<file path="src/rtl/fctm_pkg.sv">
// shared constants, codes and transfer types for the fast-clear tag map
`timescale 1ns / 1ps

package fctm_pkg;

    localparam int MAP_DEPTH = 1024;
    localparam int MAP_AW    = (MAP_DEPTH > 1) ? $clog2(MAP_DEPTH) : 1;
    localparam int CNT_W     = $clog2(MAP_DEPTH + 1);
    localparam int TAG_W     = 8;
    localparam int IDX_W     = 10;

    typedef enum logic [1:0] {
        REQ_WRITE = 2'd0,
        REQ_READ  = 2'd1,
        REQ_CLEAR = 2'd2
    } t_req;

    typedef enum logic [1:0] {
        ST_OK    = 2'd0,
        ST_RANGE = 2'd1,
        ST_ZERO  = 2'd2
    } t_status;

    typedef enum logic [2:0] {
        S_INIT,
        S_IDLE,
        S_WR,
        S_RD,
        S_CLR,
        S_DONE
    } t_state;

    typedef struct packed {
        logic [1:0]       req_type;
        logic [IDX_W-1:0] entry_index;
        logic [TAG_W-1:0] tag_value;
    } t_in;

    typedef struct packed {
        logic [TAG_W-1:0] read_tag;
        logic [1:0]       status;
    } t_out;

    typedef struct packed {
        logic              we;
        logic [MAP_AW-1:0] waddr;
        logic [TAG_W-1:0]  wdata;
        logic              re;
        logic [MAP_AW-1:0] raddr;
    } t_tag_req;

    typedef struct packed {
        logic              we;
        logic [MAP_AW-1:0] waddr;
        logic [MAP_AW-1:0] wdata;
        logic              re;
        logic [MAP_AW-1:0] raddr;
    } t_list_req;

endpackage

</file>
<file path="src/rtl/fctm_ctrl.sv">
// request sequencer: init sweep, read-modify-write of tags, list walk on clear
`timescale 1ns / 1ps

module fctm_ctrl (
    input  logic                           i_clk,
    input  logic                           i_rst_n,
    input  logic                           i_in_valid,
    input  fctm_pkg::t_in                  i_in,
    output logic                           o_in_stall,
    output logic                           o_res_valid,
    output fctm_pkg::t_out                 o_res,
    input  logic                           i_res_take,
    output fctm_pkg::t_tag_req             o_tag_req,
    input  logic [fctm_pkg::TAG_W-1:0]     i_tag_rdata,
    output fctm_pkg::t_list_req            o_list_req,
    input  logic [fctm_pkg::MAP_AW-1:0]    i_list_rdata
);

    fctm_pkg::t_state r_state, n_state;

    logic [fctm_pkg::MAP_AW-1:0] r_init, n_init;
    logic [fctm_pkg::MAP_AW-1:0] r_idx, n_idx;
    logic [fctm_pkg::TAG_W-1:0]  r_tag, n_tag;
    logic [fctm_pkg::MAP_AW-1:0] r_k, n_k;
    logic [fctm_pkg::CNT_W-1:0]  r_count, n_count;
    fctm_pkg::t_out              r_res, n_res;

    logic                        accept;
    logic                        idx_ok;
    logic                        tag_zero;
    logic                        init_last;
    logic                        clr_last;
    logic                        append;
    logic [fctm_pkg::MAP_AW-1:0] in_addr;

    assign accept    = i_in_valid && (r_state == fctm_pkg::S_IDLE);
    assign idx_ok    = 32'(i_in.entry_index) < fctm_pkg::MAP_DEPTH;
    assign tag_zero  = (i_in.tag_value == '0);
    assign in_addr   = fctm_pkg::MAP_AW'(i_in.entry_index);
    assign init_last = (r_init == fctm_pkg::MAP_AW'(fctm_pkg::MAP_DEPTH - 1));
    assign clr_last  = ((fctm_pkg::CNT_W'(r_k) + fctm_pkg::CNT_W'(1)) == r_count);
    // entry was empty before this write: list it
    assign append    = (i_tag_rdata == '0) && (32'(r_count) < fctm_pkg::MAP_DEPTH);

    // next state
    always_comb begin
        n_state = r_state;
        unique case (r_state)
            fctm_pkg::S_INIT: begin
                if (init_last) n_state = fctm_pkg::S_IDLE;
            end
            fctm_pkg::S_IDLE: begin
                if (accept) begin
                    case (i_in.req_type)
                        fctm_pkg::REQ_WRITE: begin
                            n_state = (idx_ok && !tag_zero) ? fctm_pkg::S_WR
                                                            : fctm_pkg::S_DONE;
                        end
                        fctm_pkg::REQ_READ: begin
                            n_state = idx_ok ? fctm_pkg::S_RD : fctm_pkg::S_DONE;
                        end
                        fctm_pkg::REQ_CLEAR: begin
                            n_state = (r_count != '0) ? fctm_pkg::S_CLR
                                                      : fctm_pkg::S_DONE;
                        end
                        default: n_state = fctm_pkg::S_DONE;
                    endcase
                end
            end
            fctm_pkg::S_WR:  n_state = fctm_pkg::S_DONE;
            fctm_pkg::S_RD:  n_state = fctm_pkg::S_DONE;
            fctm_pkg::S_CLR: begin
                if (clr_last) n_state = fctm_pkg::S_DONE;
            end
            fctm_pkg::S_DONE: begin
                if (i_res_take) n_state = fctm_pkg::S_IDLE;
            end
            default: n_state = fctm_pkg::S_INIT;
        endcase
    end

    // outputs: memory requests and handshake
    always_comb begin
        o_tag_req   = '0;
        o_list_req  = '0;
        o_in_stall  = (r_state != fctm_pkg::S_IDLE);
        o_res_valid = (r_state == fctm_pkg::S_DONE);
        o_res       = r_res;
        unique case (r_state)
            fctm_pkg::S_INIT: begin
                o_tag_req.we    = 1'b1;
                o_tag_req.waddr = r_init;
            end
            fctm_pkg::S_IDLE: begin
                // speculative reads: tag for write/read, first list slot for clear
                o_tag_req.re  = 1'b1;
                o_tag_req.raddr = in_addr;
                o_list_req.re = 1'b1;
            end
            fctm_pkg::S_WR: begin
                o_tag_req.we    = 1'b1;
                o_tag_req.waddr = r_idx;
                o_tag_req.wdata = r_tag;
                if (append) begin
                    o_list_req.we    = 1'b1;
                    o_list_req.waddr = fctm_pkg::MAP_AW'(r_count);
                    o_list_req.wdata = r_idx;
                end
            end
            fctm_pkg::S_CLR: begin
                o_tag_req.we     = 1'b1;
                o_tag_req.waddr  = i_list_rdata;
                o_list_req.re    = 1'b1;
                o_list_req.raddr = r_k + fctm_pkg::MAP_AW'(1);
            end
            fctm_pkg::S_RD, fctm_pkg::S_DONE: begin
            end
            default: begin
            end
        endcase
    end

    // datapath next values
    always_comb begin
        n_init  = r_init;
        n_idx   = r_idx;
        n_tag   = r_tag;
        n_k     = r_k;
        n_count = r_count;
        n_res   = r_res;
        case (r_state)
            fctm_pkg::S_INIT: n_init = r_init + fctm_pkg::MAP_AW'(1);
            fctm_pkg::S_IDLE: begin
                if (accept) begin
                    n_idx          = in_addr;
                    n_tag          = i_in.tag_value;
                    n_k            = '0;
                    n_res.read_tag = '0;
                    n_res.status   = fctm_pkg::ST_OK;
                    if ((i_in.req_type == fctm_pkg::REQ_WRITE) ||
                        (i_in.req_type == fctm_pkg::REQ_READ)) begin
                        if (!idx_ok) begin
                            n_res.status = fctm_pkg::ST_RANGE;
                        end else if ((i_in.req_type == fctm_pkg::REQ_WRITE) && tag_zero) begin
                            n_res.status = fctm_pkg::ST_ZERO;
                        end
                    end
                end
            end
            fctm_pkg::S_WR: begin
                if (append) n_count = r_count + fctm_pkg::CNT_W'(1);
            end
            fctm_pkg::S_RD: n_res.read_tag = i_tag_rdata;
            fctm_pkg::S_CLR: begin
                n_k = r_k + fctm_pkg::MAP_AW'(1);
                if (clr_last) n_count = '0;
            end
            default: begin
            end
        endcase
    end

    always_ff @(posedge i_clk) begin
        if (!i_rst_n) begin
            r_state <= fctm_pkg::S_INIT;
            r_init  <= '0;
            r_count <= '0;
        end else begin
            r_state <= n_state;
            r_init  <= n_init;
            r_count <= n_count;
        end
        r_idx <= n_idx;
        r_tag <= n_tag;
        r_k   <= n_k;
        r_res <= n_res;
    end

endmodule

</file>
<file path="config.mk">
export PLATFORM = sky130hd
export DESIGN_NAME = fctm_ctrl
export DESIGN_NICKNAME = d
export VERILOG_FILES = /design/src/rtl/fctm_pkg.sv /design/src/rtl/fctm_ctrl.sv
export SDC_FILE = /design/constraint.sdc
export NUM_CORES = 1
export LEC_CHECK = 0
export ABC_AREA = 1
export BUFFER_PORTS_ARGS = -buffer_cell sky130_fd_sc_hd__buf_2
export CORE_AREA = 3 3 89 91
export CTS_CLUSTER_SIZE = 24
export DETAILED_ROUTE_END_ITERATION = 10
export DIE_AREA = 0 0 92 94
export PLACE_DENSITY_LB_ADDON = 0.12
export SLEW_MARGIN = 0
export SYNTH_ARGS = -nofsm -noshare
export SYNTH_HDL_FRONTEND = slang
export SYNTH_SLANG_ARGS = --single-unit
</file>
<file path="constraint.sdc">
create_clock -name i_clk -period 5.8 [get_ports i_clk]
set_input_delay 0.87 -clock i_clk [delete_from_list [all_inputs] [get_ports i_clk]]
set_output_delay 0.87 -clock i_clk [all_outputs]
set_load 0.02 [all_outputs]
</file>
# == Word level (Yosys, flattened, before mapping) ==
# Index checks and enable logic that the tools add are counted.
# op_classes
n_addsub,4
mux,24
magnitude_cmp,1
n_reduce_logical,19
eq_ne,15
# op_table
operator,count
$mux 21,2
$mux 11,3
$pmux 11 s3,1
$mux 10,3
$pmux 11 s2,1
$add 10x1->10 const B,2
$pmux 10 s2,1
$logic_not 8->1,2
$pmux 8 s2,1
$mux 3,5
$pmux 3 s5,1
$add 10x1->11 const B,1
$add 11x1->11 const B,1
$eq 11x11->1,1
$lt 11x11->1 const B,1
$reduce_bool 11->1,1
$eq 10x10->1 const B,1
$pmux 3 s3,1
$mux 8,1
$ne 2x2->1 const B,4
$eq 3x2->1 const B,2
$eq 3x3->1 const B,2
$reduce_and 2->1,3
$reduce_bool 2->1,3
other kinds (14),19
# word_totals
elab_cells,71
output_inout_bits,74
regBits,62
inputBits,42

# == Logic depth before layout (Yosys ltp) ==
# Gate-level depths: netlist (run 1).
# depth
word_depth,6
mapped_depth,16
mapped_depth_nobuf,15

# == Worst setup path before layout (run 1) ==
# Ideal clock, no wire load.
# synth_timing
path_type,reg2out
start,register r_state[0]
end,output o_tag_req[2] in the netlist's numbering
path_buffers,1
t_required_ps,4930
slack_ps,2901
stages_incl_launch_ff,6
arrival_time_ps,2029
path_cell_list,dfxtp_1 -> inv_1 -> nor3_1 -> clkinv_1 -> clkbuf_1 -> nor2_1
# synth_lines
item,line_no,text
from (decl),fctm_ctrl.sv:19,"fctm_pkg::t_state r_state, n_state;"
from (signal assigned),fctm_ctrl.sv:165,r_state <= fctm_pkg::S_INIT;
from (signal assigned),fctm_ctrl.sv:169,r_state <= n_state;
to (decl),fctm_ctrl.sv:13,"output fctm_pkg::t_tag_req o_tag_req,"

==> results.py, run 1 <==
metrics = {
    "sta": {
        "fmax_mhz": 275.9,
        "setup_ws_ns": 2.175,
        "fin_crit_sh_pct": 62.50,
        "min_period_ns": 3.625,
        "final.setup.tns_ns": 0,
        "slew_violations": 0,
        "hold_violations": 0,
        "grt_setup_unrepaired": "false",
        "slew-limit-headroom_pct": 25.01,
        "timing.hold.ws_ns": 0.4891,
        "setup_viol": 0,
        "skew_ns": 0.01092,
        "max_slew.worst_pin.slew_ns": 1.113,
    },
    "power_and_ir_drop": {
        "vdd_drop_max_mv": 0.1185,
        "powerDensity_nw_per_um2": 195.0,
        "p_leak_nw": 2.203,
    },
    "synthesis": {
        "synth_area_um2": 3551,
        "ys_seq_elements": 61,
        "avgSynthCellArea_um2": 7.232,
        "synthTopCellsByArea": "edfxtp_1 31%, dfxtp_1 14%, nand2_1 10%, nor2_1 9.6%, inv_1 8.7%",
        "yosys.area.top_type_share_pct": 31.29,
        "synthTopCellsByCount": "95 x nand2_1, 91 x nor2_1, 82 x inv_1",
        "synth-edff-count": 37,
        "yosysMostFrequentCell": "nand2_1",
        "yosys_warnings": 0,
        "synthArstFlopShare_pct": 0,
        "yosysUniqueCellTypes": 35,
        "syn-num-nets": 537,
        "synth_seq_area_share_pct": 44.82,
        "synthFlopType": "edfxtp_1",
        "yosysTopAreaCell": "edfxtp_1",
        "synthCells": 491,
    },
    "worst_setup_path": {
        "cp_slowest_cell": "clkinv_1",
        "end_kind": "primary output",
        "crit_buf_inv": 2,
        "cp_data_arrival_time_ns": 2.75,
        "cp_common_cell": "nand2_1",
        "path_delay_family": "buffers and inverters",
        "crit_type": "flop to primary output",
        "cp.required_ns": 4.93,
        "path_max_fanout": 20,
        "cp-start-kind": "flop",
        "crit_path_max_incr_delay_ns": 0.77,
        "path_cells": "nor2_1 > nand2_1 > clkinv_1 > nand2_1 > o221ai_1 > buf_2",
    },
    "clock_network": {
        "clk_pin_slew_ns": 0.07,
        "clkLatencyLatePin_ns": 0.35,
        "cts-root-buf": "clkbuf_8",
        "cts_buffer_depth": 2,
        "post_cts_buffers": 0,
        "cts_made_buffers": 9,
        "cts.htree.levels": 3,
        "cts_tree": "built",
        "cts_sinks": 61,
        "hold_buffers": 0,
        "cts_resized": 0,
    },
    "routing": {
        "post-route-drc-count": 0,
        "first_iter_violations": 202,
        "viasPerCell": 5.089,
        "final_antenna_net_count": 0,
        "wl_per_cell_um": 13.51,
        "vias": 3598,
        "finalWirelength_um": 9551,
        "firstDrtPassIters": 5,
    },
    "placed_design": {
        "numPortBuffers": 114,
        "hpwlAfterDp_um": 7233,
        "pre_cts_slack_ns": 2.533,
        "gp_congestion": 0.9163,
        "place_area_um2": 4179,
    },
    "floorplanning": {
        "die_x_um": 92,
        "io-pin-count": 116,
        "initial_core_util_pct": 49.22,
        "chipHeight_um": 94,
        "dieArea_um2": 8648,
        "core_um2": 7214,
        "row_count": 31,
    },
    "global_route": {
        "antenna_found_initial": 0,
        "grt_pass1_vias": 3317,
        "grt_max_degree": 22,
        "grt-ovfl-total": 0,
        "grt_first_pass_wirelength_um": 15410,
        "grt_use_total_pct": 22.42,
    },
    "finish": {
        "fin_util_pct": 60.46,
        "syn2layout_area_growth_pct": 22.83,
        "num_antenna_cells": 0,
        "final_area_um2": 4362,
        "final_nets": 649,
        "drive_above_1_share_pct": 23.52,
        "final.fill_count": 703,
    },
    "hold_path": {
        "hold_class": "flop to flop",
    },
    "flow_run": {
        "cap_violations": 0,
    },
    "outcome": {
        "run_status": "completed",
    },
}
-- routing by layer --
layer	global-route usage, %	up-vias	routed length, um
met5	0	-	0
met4	9.406	0	180
met3	3.926	17	615
met2	37.17	115	4529
met1	28.93	1649	4225
li1	-	1817	-
-- registers in the layout, summed over array words and instances, names as in the netlist --
| register | flops |
|---|---|
| r_init | 10 |
| o_res | 9 |
| r_state | 3 |
| r_count | 11 |
| r_idx | 10 |
| r_tag | 8 |
| r_k | 10 |
-- final timing paths --
path	from	endpoint	slack, ns	cells past startpoint
worst min-delay path	r_init[4]$_SDFFE_PN0P_	r_init[4]$_SDFFE_PN0P_	0.49	2
worst min register to register	r_init[4]$_SDFFE_PN0P_	r_init[4]$_SDFFE_PN0P_	0.49	2
worst max-delay path	r_state[1]$_SDFFE_PN0P_	o_tag_req[21]	2.18	6
worst max register to register	r_state[1]$_SDFFE_PN0P_	r_count[8]$_SDFFE_PN0P_	2.88	7
-- cell type report --
cell class	instances	area [um2]	area share, %
timing repair buffer	116	585.6	13.43
tap	99	123.9	2.840
sequential	61	1592	36.49
clock inverter	7	58.81	1.348
clock buffer	9	123.9	2.840
inverter	86	322.8	7.401
multi-input combinational	329	1555	35.66
-- metrics by stage --
stage	cells	power (mW)
final	707	0.8504
after detailed placement	691	0.5059
after floorplan	491	0.4850
after global placement	691	0.5039
after global routing	707	0.8762
after CTS	707	0.8507
-- worst register-to-register path, stage by stage, from the launching register on --
cell and delay, ns:
dfxtp_1 0.41, nor2_1 0.09, nand2_1 0.59, clkinv_1 0.77, nand2_2 0.58, nand2_1 0.19, nand2_1 0.12, a21oi_1 0.06
-- placed cells by master (no fill, tap or decap), types with 2 or more instances in the layout --
cell type   instances
xor2_1              2
inv_1              82
nand3_1            44
inv_6               2
dfxtp_1            24
nor4_1              3
nand2_1            95
edfxtp_1           37
nor3_1             14
clkinvlp_4          2
buf_4               2
o21ai_0            14
nor2_1             91
nand2_2             4
clkinv_4            3
clkinv_1            3
ha_1                4
o221ai_1            9
buf_2             114
nand4_1            11
clkbuf_8            9
a21oi_1            26
-- where the power goes --
group | switching [mW] | internal [mW]
logic | 0.0209 | 0.0162
registers | 0.00124 | 0.458
clock network | 0.195 | 0.160
total | 0.217 | 0.634
-- cell families (layout without fill, tap and decap cells) --
logic type,Yosys count,count (layout),synth area share [%]
other,1,1,0.1056
buffers and inverters,101,218,11.38
adder cells (fa/ha/maj),4,4,1.409
flip-flops,61,61,44.82
AND/OR/NAND/NOR,267,267,32.63
XOR/XNOR,2,2,0.4934
AO/OA/AOI/OAI,55,55,9.162
No activity file was read; power rests on OpenSTA's default activity.
==> inputs of run 2 (changes only) <==
ABC_AREA = 0   (was 1)
CORE_AREA = 3 3 92 94   (was 3 3 89 91)
DIE_AREA = 0 0 95 97   (was 0 0 92 94)
clock period = 2.97 ns   (was 5.8 ns; I/O delays follow)
==> run 2 against run 1 <==
  * Sequential share of layout area shrank 0.25 points
  * Non-clock buffer count grew 8
  * Critical path type unchanged
  * Via count shrank 13%
==> results.py, run 2 <==
metrics = {
    "synthesis": {
        "syn-num-nets": 420,
        "synth_area_um2": 3521,
        "yosysUniqueCellTypes": 55,
        "synth-edff-count": 37,
        "ys_seq_elements": 61,
        "yosys_warnings": 0,
        "synthArstFlopShare_pct": 0,
        "yosysTopAreaCell": "edfxtp_1",
        "synthFlopType": "edfxtp_1",
        "avgSynthCellArea_um2": 9.414,
        "synthTopCellsByArea": "edfxtp_1 32%, dfxtp_1 14%, and2_1 5.9%, nor2_1 5.4%, mux2i_1 3.4%",
        "yosysMostFrequentCell": "nor2_1",
        "yosys.area.top_type_share_pct": 31.56,
        "synth_seq_area_share_pct": 45.20,
        "synthTopCellsByCount": "51 x nor2_1, 37 x edfxtp_1, 33 x and2_1",
        "synthCells": 374,
    },
    "placed_design": {
        "gp_congestion": 0.8364,
        "numPortBuffers": 114,
        "hpwlAfterDp_um": 6960,
    },
    "floorplanning": {
        "chipHeight_um": 97,
        "io-pin-count": 116,
        "initial_core_util_pct": 45.56,
        "core_um2": 7727,
        "dieArea_um2": 9215,
        "die_x_um": 95,
        "row_count": 32,
    },
    "worst_setup_path": {
        "cp_data_arrival_time_ns": 2.04,
        "cp.required_ns": 2.52,
        "crit_path_max_incr_delay_ns": 0.48,
        "crit_type": "flop to primary output",
        "cp_slowest_cell": "edfxtp_1",
        "end_kind": "primary output",
        "crit_buf_inv": 2,
        "path_max_fanout": 6,
        "cp-start-kind": "flop",
        "path_delay_family": "flip-flops",
        "path_cells": "ha_1 > inv_1 > or3_1 > a21oi_1 > buf_2",
    },
    "clock_network": {
        "clk_pin_slew_ns": 0.07,
        "cts.htree.levels": 3,
        "cts_made_buffers": 9,
        "hold_buffers": 0,
        "cts_tree": "built",
        "cts_resized": 0,
        "cts_buffer_depth": 2,
        "post_cts_buffers": 0,
        "cts-root-buf": "clkbuf_8",
        "clkLatencyLatePin_ns": 0.33,
        "cts_sinks": 61,
    },
    "flow_run": {
        "cap_violations": 0,
    },
    "finish": {
        "top_register": "r_count",
        "drive_above_1_share_pct": 30.82,
        "multiInputGateArea_um2": 1762,
        "final_nets": 531,
        "final_cell_mix": "114 x buf_2, 51 x nor2_1, 37 x edfxtp_1, 33 x and2_1, 24 x dfxtp_1",
        "mostFrequentLayoutCell": "buf_2",
        "num_antenna_cells": 0,
        "regArea_um2": 1592,
        "largest_reg_flops": 11,
        "final.fill_count": 739,
        "syn2layout_area_growth_pct": 24.73,
    },
    "power_and_ir_drop": {
        "combPwrFrac_pct": 4.0,
        "pwr-share-clk_pct": 44.9,
        "p_int_mw": 1.391,
        "switching_share_pct": 21.01,
        "vdd_drop_max_mv": 0.2582,
        "seq_power_share_pct": 51.1,
        "p_leak_nw": 1.880,
        "powerDensity_nw_per_um2": 401.0,
        "p_switching_uw": 370.0,
    },
    "global_route": {
        "grt-ovfl-total": 0,
        "grt_use_total_pct": 20.98,
        "grt_first_pass_wirelength_um": 15120,
        "grt_pass1_vias": 3064,
        "met1_usage_pct": 30.27,
        "grt_max_degree": 22,
        "grtUsageMet2_pct": 30.21,
        "met3_usage_pct": 5.988,
        "antenna_found_initial": 0,
        "gr-max-usage-layer": "met1",
    },
    "sta": {
        "timing.hold.ws_ns": 0.2974,
        "fin_crit_sh_pct": 83.53,
        "min_period_ns": 2.481,
        "skew_ns": 0.01103,
        "fmax_mhz": 403.1,
        "slew-limit-headroom_pct": 55.60,
        "slew_violations": 0,
        "final.setup.tns_ns": 0,
        "setup_viol": 0,
        "grt_setup_unrepaired": "false",
        "hold_violations": 0,
        "max_slew.worst_pin.slew_ns": 0.6653,
    },
    "routing": {
        "viasPerCell": 5.296,
        "firstDrtPassIters": 4,
        "finalWirelength_um": 9361,
        "wl_per_cell_um": 15.81,
        "first_iter_violations": 132,
        "post-route-drc-count": 0,
        "final_antenna_net_count": 0,
        "vias": 3135,
    },
    "outcome": {
        "run_status": "completed",
    },
    "hold_path": {
        "hold_class": "input port to flop",
    },
}
## run 2: cell count changes in the layout (fill, tap and decap cells not counted), sizes merged, moves of 8 or more
cell and change:
nand2 -80, inv -69, nor2 -42, nand3 -34, and2 +33, mux2i +12
and3 +11, xnor2 +11, a211oi +10, xor2 +10, a21oi -9, buf +8
o221ai -8
## run 2: through the flow
stage | setup slack [ns] | cells | utilization [%] | cell area, um2 | total power [mW]
after floorplan | 0.5539 | 374 | - | 3521 | 0.9478
after global placement | 0.6815 | 576 | 54.18 | 4187 | 0.9881
after detailed placement | 0.6401 | 576 | 54.18 | 4187 | 0.9889
after CTS | 0.4877 | 592 | 56.83 | 4392 | 1.782
after global routing | 0.3617 | 592 | 56.83 | 4392 | 1.833
final | 0.4892 | 592 | 56.83 | 4392 | 1.761
## run 2: power groups by stage
stage / registers [mW] / clock network, mW / logic, mW
after global placement: 0.918 / 0 / 0.0698
after detailed placement: 0.918 / 0 / 0.0705
after global routing: 0.900 / 0.854 / 0.0790
final: 0.900 / 0.791 / 0.0703
after floorplan: 0.916 / 0 / 0.0319
after CTS: 0.899 / 0.811 / 0.0708
## run 2: worst paths after layout
| kind | end | depth (start not counted) | slack [ns] | start |
|---|---|---|---|---|
| max | o_list_req[6] | 5 | 0.49 | r_k[0]$_DFFE_PP_ |
| min | r_idx[8]$_DFFE_PP_ | 1 | 0.30 | i_in[16] |
| max reg2reg | r_count[10]$_SDFFE_PN0P_ | 8 | 0.63 | r_k[0]$_DFFE_PP_ |
| min reg2reg | r_init[9]$_SDFFE_PN0P_ | 2 | 0.52 | r_init[9]$_SDFFE_PN0P_ |
## run 2: logic make-up (layout without fill, tap and decap cells)
| group | after synthesis | count (layout) | synth area share [%] |
|---|---|---|---|
| other | 1 | 1 | 0.1065 |
| buffers and inverters | 40 | 156 | 4.762 |
| multiplexers | 13 | 13 | 3.731 |
| AND/OR/NAND/NOR | 168 | 168 | 25.76 |
| AO/OA/AOI/OAI | 63 | 63 | 12.65 |
| XOR/XNOR | 24 | 24 | 6.361 |
| flip-flops | 61 | 61 | 45.20 |
| adder cells (fa/ha/maj) | 4 | 4 | 1.422 |
## run 2: final cells by class
cell class,count,share of cell area (%)
Multi-Input combinational cell,273,40.11
Clock buffer,10,2.906
Tap cell,102,2.906
Inverter,16,1.368
Timing Repair Buffer,124,14.70
Clock inverter,6,1.766
Sequential cell,61,36.24
## run 2: per-layer routing
layer	share of wire (%)	wire length, um
met5	0	0
met4	1.1	105
met3	8.0	745
met2	44	4081
met1	47	4428
==> inputs of run 3 (changes only) <==
CORE_AREA = 3 3 88 90   (was 3 3 92 94)
DIE_AREA = 0 0 91 93   (was 0 0 95 97)
clock period = 2.4 ns   (was 2.97 ns; I/O delays follow)
==> run 3 against run 2 <==
  * First-iteration DRC count increased by 3.0%
  * Via count rose by 1.7%
  * Clock skew rose by 0.0030 ns
  * Flip-flop and latch count stayed put
  * Core utilization up 4.6 points
  * Cell count rose by 0.17%
  * Critical path type unchanged
  * Highest routed layer unchanged
==> results.py, run 3 (synthesis gave the netlist of run 2 again) <==
metrics = {
    "worst_setup_path": {
        "rrSetupSlack_ns": 0.15,
        "crit_path_max_incr_delay_ns": 0.44,
        "cp.required_ns": 2.04,
        "end_kind": "primary output",
        "cp_slowest_cell": "edfxtp_1",
        "rr_worst_depth": 8,
        "r2r-start": "r_k[1]$_DFFE_PP_",
        "regToRegEndpoint": "r_count[4]$_SDFFE_PN0P_",
        "crit_type": "flop to primary output",
        "path_max_fanout": 6,
        "cp-start-kind": "flop",
        "cp_data_arrival_time_ns": 1.92,
        "path_cells": "ha_2 > inv_1 > or3_1 > a21oi_1 > buf_2",
    },
    "floorplanning": {
        "dieArea_um2": 8463,
        "initial_core_util_pct": 49.33,
        "io-pin-count": 116,
        "chipHeight_um": 93,
        "core_um2": 7137,
        "row_count": 31,
        "die_x_um": 91,
    },
    "routing": {
        "vias": 3188,
        "first_iter_violations": 136,
        "met3_length_um": 611,
        "drt-met1-wl_um": 3652,
        "final_antenna_net_count": 0,
        "routed.top_layer": "met4",
        "firstDrtPassIters": 4,
        "met2_length_um": 4705,
        "post-route-drc-count": 0,
        "viasPerCell": 5.376,
        "wl_per_cell_um": 15.28,
        "finalWirelength_um": 9061,
    },
    "power_and_ir_drop": {
        "fin_total_pwr_mw": 1.979,
        "p_leak_nw": 1.871,
        "vdd_drop_max_mv": 0.4037,
        "switching_share_pct": 21.90,
        "combPwrFrac_pct": 4.4,
        "pwr-share-clk_pct": 39.3,
        "powerDensity_nw_per_um2": 451.2,
        "seq_power_share_pct": 56.3,
        "p_switching_uw": 433.5,
        "p_int_mw": 1.546,
    },
    "global_route": {
        "antenna_found_initial": 0,
        "grt_pass1_vias": 3120,
        "grt-ovfl-total": 0,
        "grt_use_total_pct": 21.53,
        "grt_first_pass_wirelength_um": 14650,
        "grt_max_degree": 27,
    },
    "placed_design": {
        "place_area_um2": 4217,
        "gp_congestion": 0.8496,
        "dp_cells": 577,
        "numPortBuffers": 114,
        "hpwlAfterDp_um": 6843,
    },
    "clock_network": {
        "cts_tree": "built",
        "cts_made_buffers": 9,
        "cts_sinks": 61,
        "clkLatencyLatePin_ns": 0.33,
        "hold_buffers": 0,
        "clk_pin_slew_ns": 0.07,
        "cts.htree.levels": 3,
        "cts-root-buf": "clkbuf_8",
        "cts_buffer_depth": 2,
    },
    "finish": {
        "top_register": "r_count",
        "num_antenna_cells": 0,
        "final_area_um2": 4387,
        "fin_util_pct": 61.47,
        "mostFrequentLayoutCell": "buf_2",
        "final_cell_mix": "114 x buf_2, 51 x nor2_1, 37 x edfxtp_1, 33 x and2_1, 24 x dfxtp_1",
        "drive_above_1_share_pct": 31.98,
        "syn2layout_area_growth_pct": 24.59,
        "finalNonFillerCells": 593,
        "final_nets": 535,
        "largest_reg_flops": 11,
    },
    "hold_path": {
        "hold_start": "i_in[11]",
        "hold_class": "input port to flop",
        "holdPathStages": 1,
        "whs_endpoint": "r_idx[3]$_DFFE_PP_",
    },
    "outcome": {
        "run_status": "completed",
    },
    "sta": {
        "slew_violations": 0,
        "final.setup.tns_ns": 0,
        "slew-limit-headroom_pct": 54.07,
        "grt_setup_unrepaired": "false",
        "max_slew.worst_pin.slew_ns": 0.6882,
        "fin_crit_sh_pct": 94.86,
        "skew_ns": 0.01406,
        "min_period_ns": 2.277,
        "setup_viol": 0,
        "hold_violations": 0,
        "fmax_mhz": 439.2,
    },
    "flow_run": {
        "cap_violations": 0,
    },
}
==> run 3: cell count changes in the layout (fill, tap and decap cells not counted), moves of 2 or more <==
| cell | delta |
|---|---|
| clkinv_1 | -2 |
| bufinv_16 | -2 |
| buf_4 | +4 |
| clkinv_2 | +2 |
| clkbuf_1 | +2 |
==> run 3: timing repair <==
action	in CTS	in global routing
resized for setup	0	3
endpoints found under the setup margin	0	25
setup buffers	0	0
==> run 3: area by class of cell <==
type                       count  area, um2
clock inverter                 3      15.01
sequential                    61       1592
inverter                      16      65.06
timing repair buffer         128      675.6
fill                         654       2750
multi-input combinational    273       1767
clock buffer                  13      148.9
tap                           99      123.9
==> run 3: stage by stage <==
stage,hold WS [ns],worst slack [ns]
global route,0.1944,0.006446
CTS,0.1923,0.05778
finish,0.2133,0.1233
floorplan,0.4589,0.1000
detailed placement,0.5026,0.1433
global placement,0.4900,0.1838
==> run 3: worst max-delay path by stage <==
stage                             start                 endpoint  slack [ns]  cells past startpoint
6_report               r_k[1]$_DFFE_PP_            o_list_req[6]        0.12                      5
5_1_grt                r_k[1]$_DFFE_PP_            o_list_req[6]       0.006                      5
4_1_cts        r_count[10]$_SDFFE_PN0P_           o_list_req[23]        0.06                      5
3_5_place_dp           r_k[1]$_DFFE_PP_  r_count[0]$_SDFFE_PN0P_        0.14                      8
3_3_place_gp           r_k[1]$_DFFE_PP_  r_count[3]$_SDFFE_PN0P_        0.18                      8
2_1_floorplan   r_state[1]$_SDFFE_PN0P_         r_k[0]$_DFFE_PP_        0.10                      8
==> run 3: layer usage <==
metal  vias up  global-route usage [%]
li1       1570                       -
met1      1509                   25.35
met2        98                   38.50
met3        11                   6.758
met4         0                   4.774
met5         -                       0
==> run 3: power by group through the flow <==
| stage | Sequential, mW | Clock [mW] | Combinational (mW) |
|---|---|---|---|
| 2_1_floorplan | 1.13 | 0 | 0.0394 |
| 3_3_place_gp | 1.14 | 0 | 0.0862 |
| 3_5_place_dp | 1.14 | 0 | 0.0871 |
| 4_1_cts | 1.11 | 0.800 | 0.0874 |
| 5_1_grt | 1.11 | 0.847 | 0.0967 |
| 6_report | 1.11 | 0.779 | 0.0872 |
==> run 3: critical path: cells and delay by family (launching register included) <==
kind	cells	cell delay (ns)
fa+ha+maj	1	0.28
flops	1	0.44
buf+inv	2	0.27
simple gates	1	0.36
compound gates	1	0.23
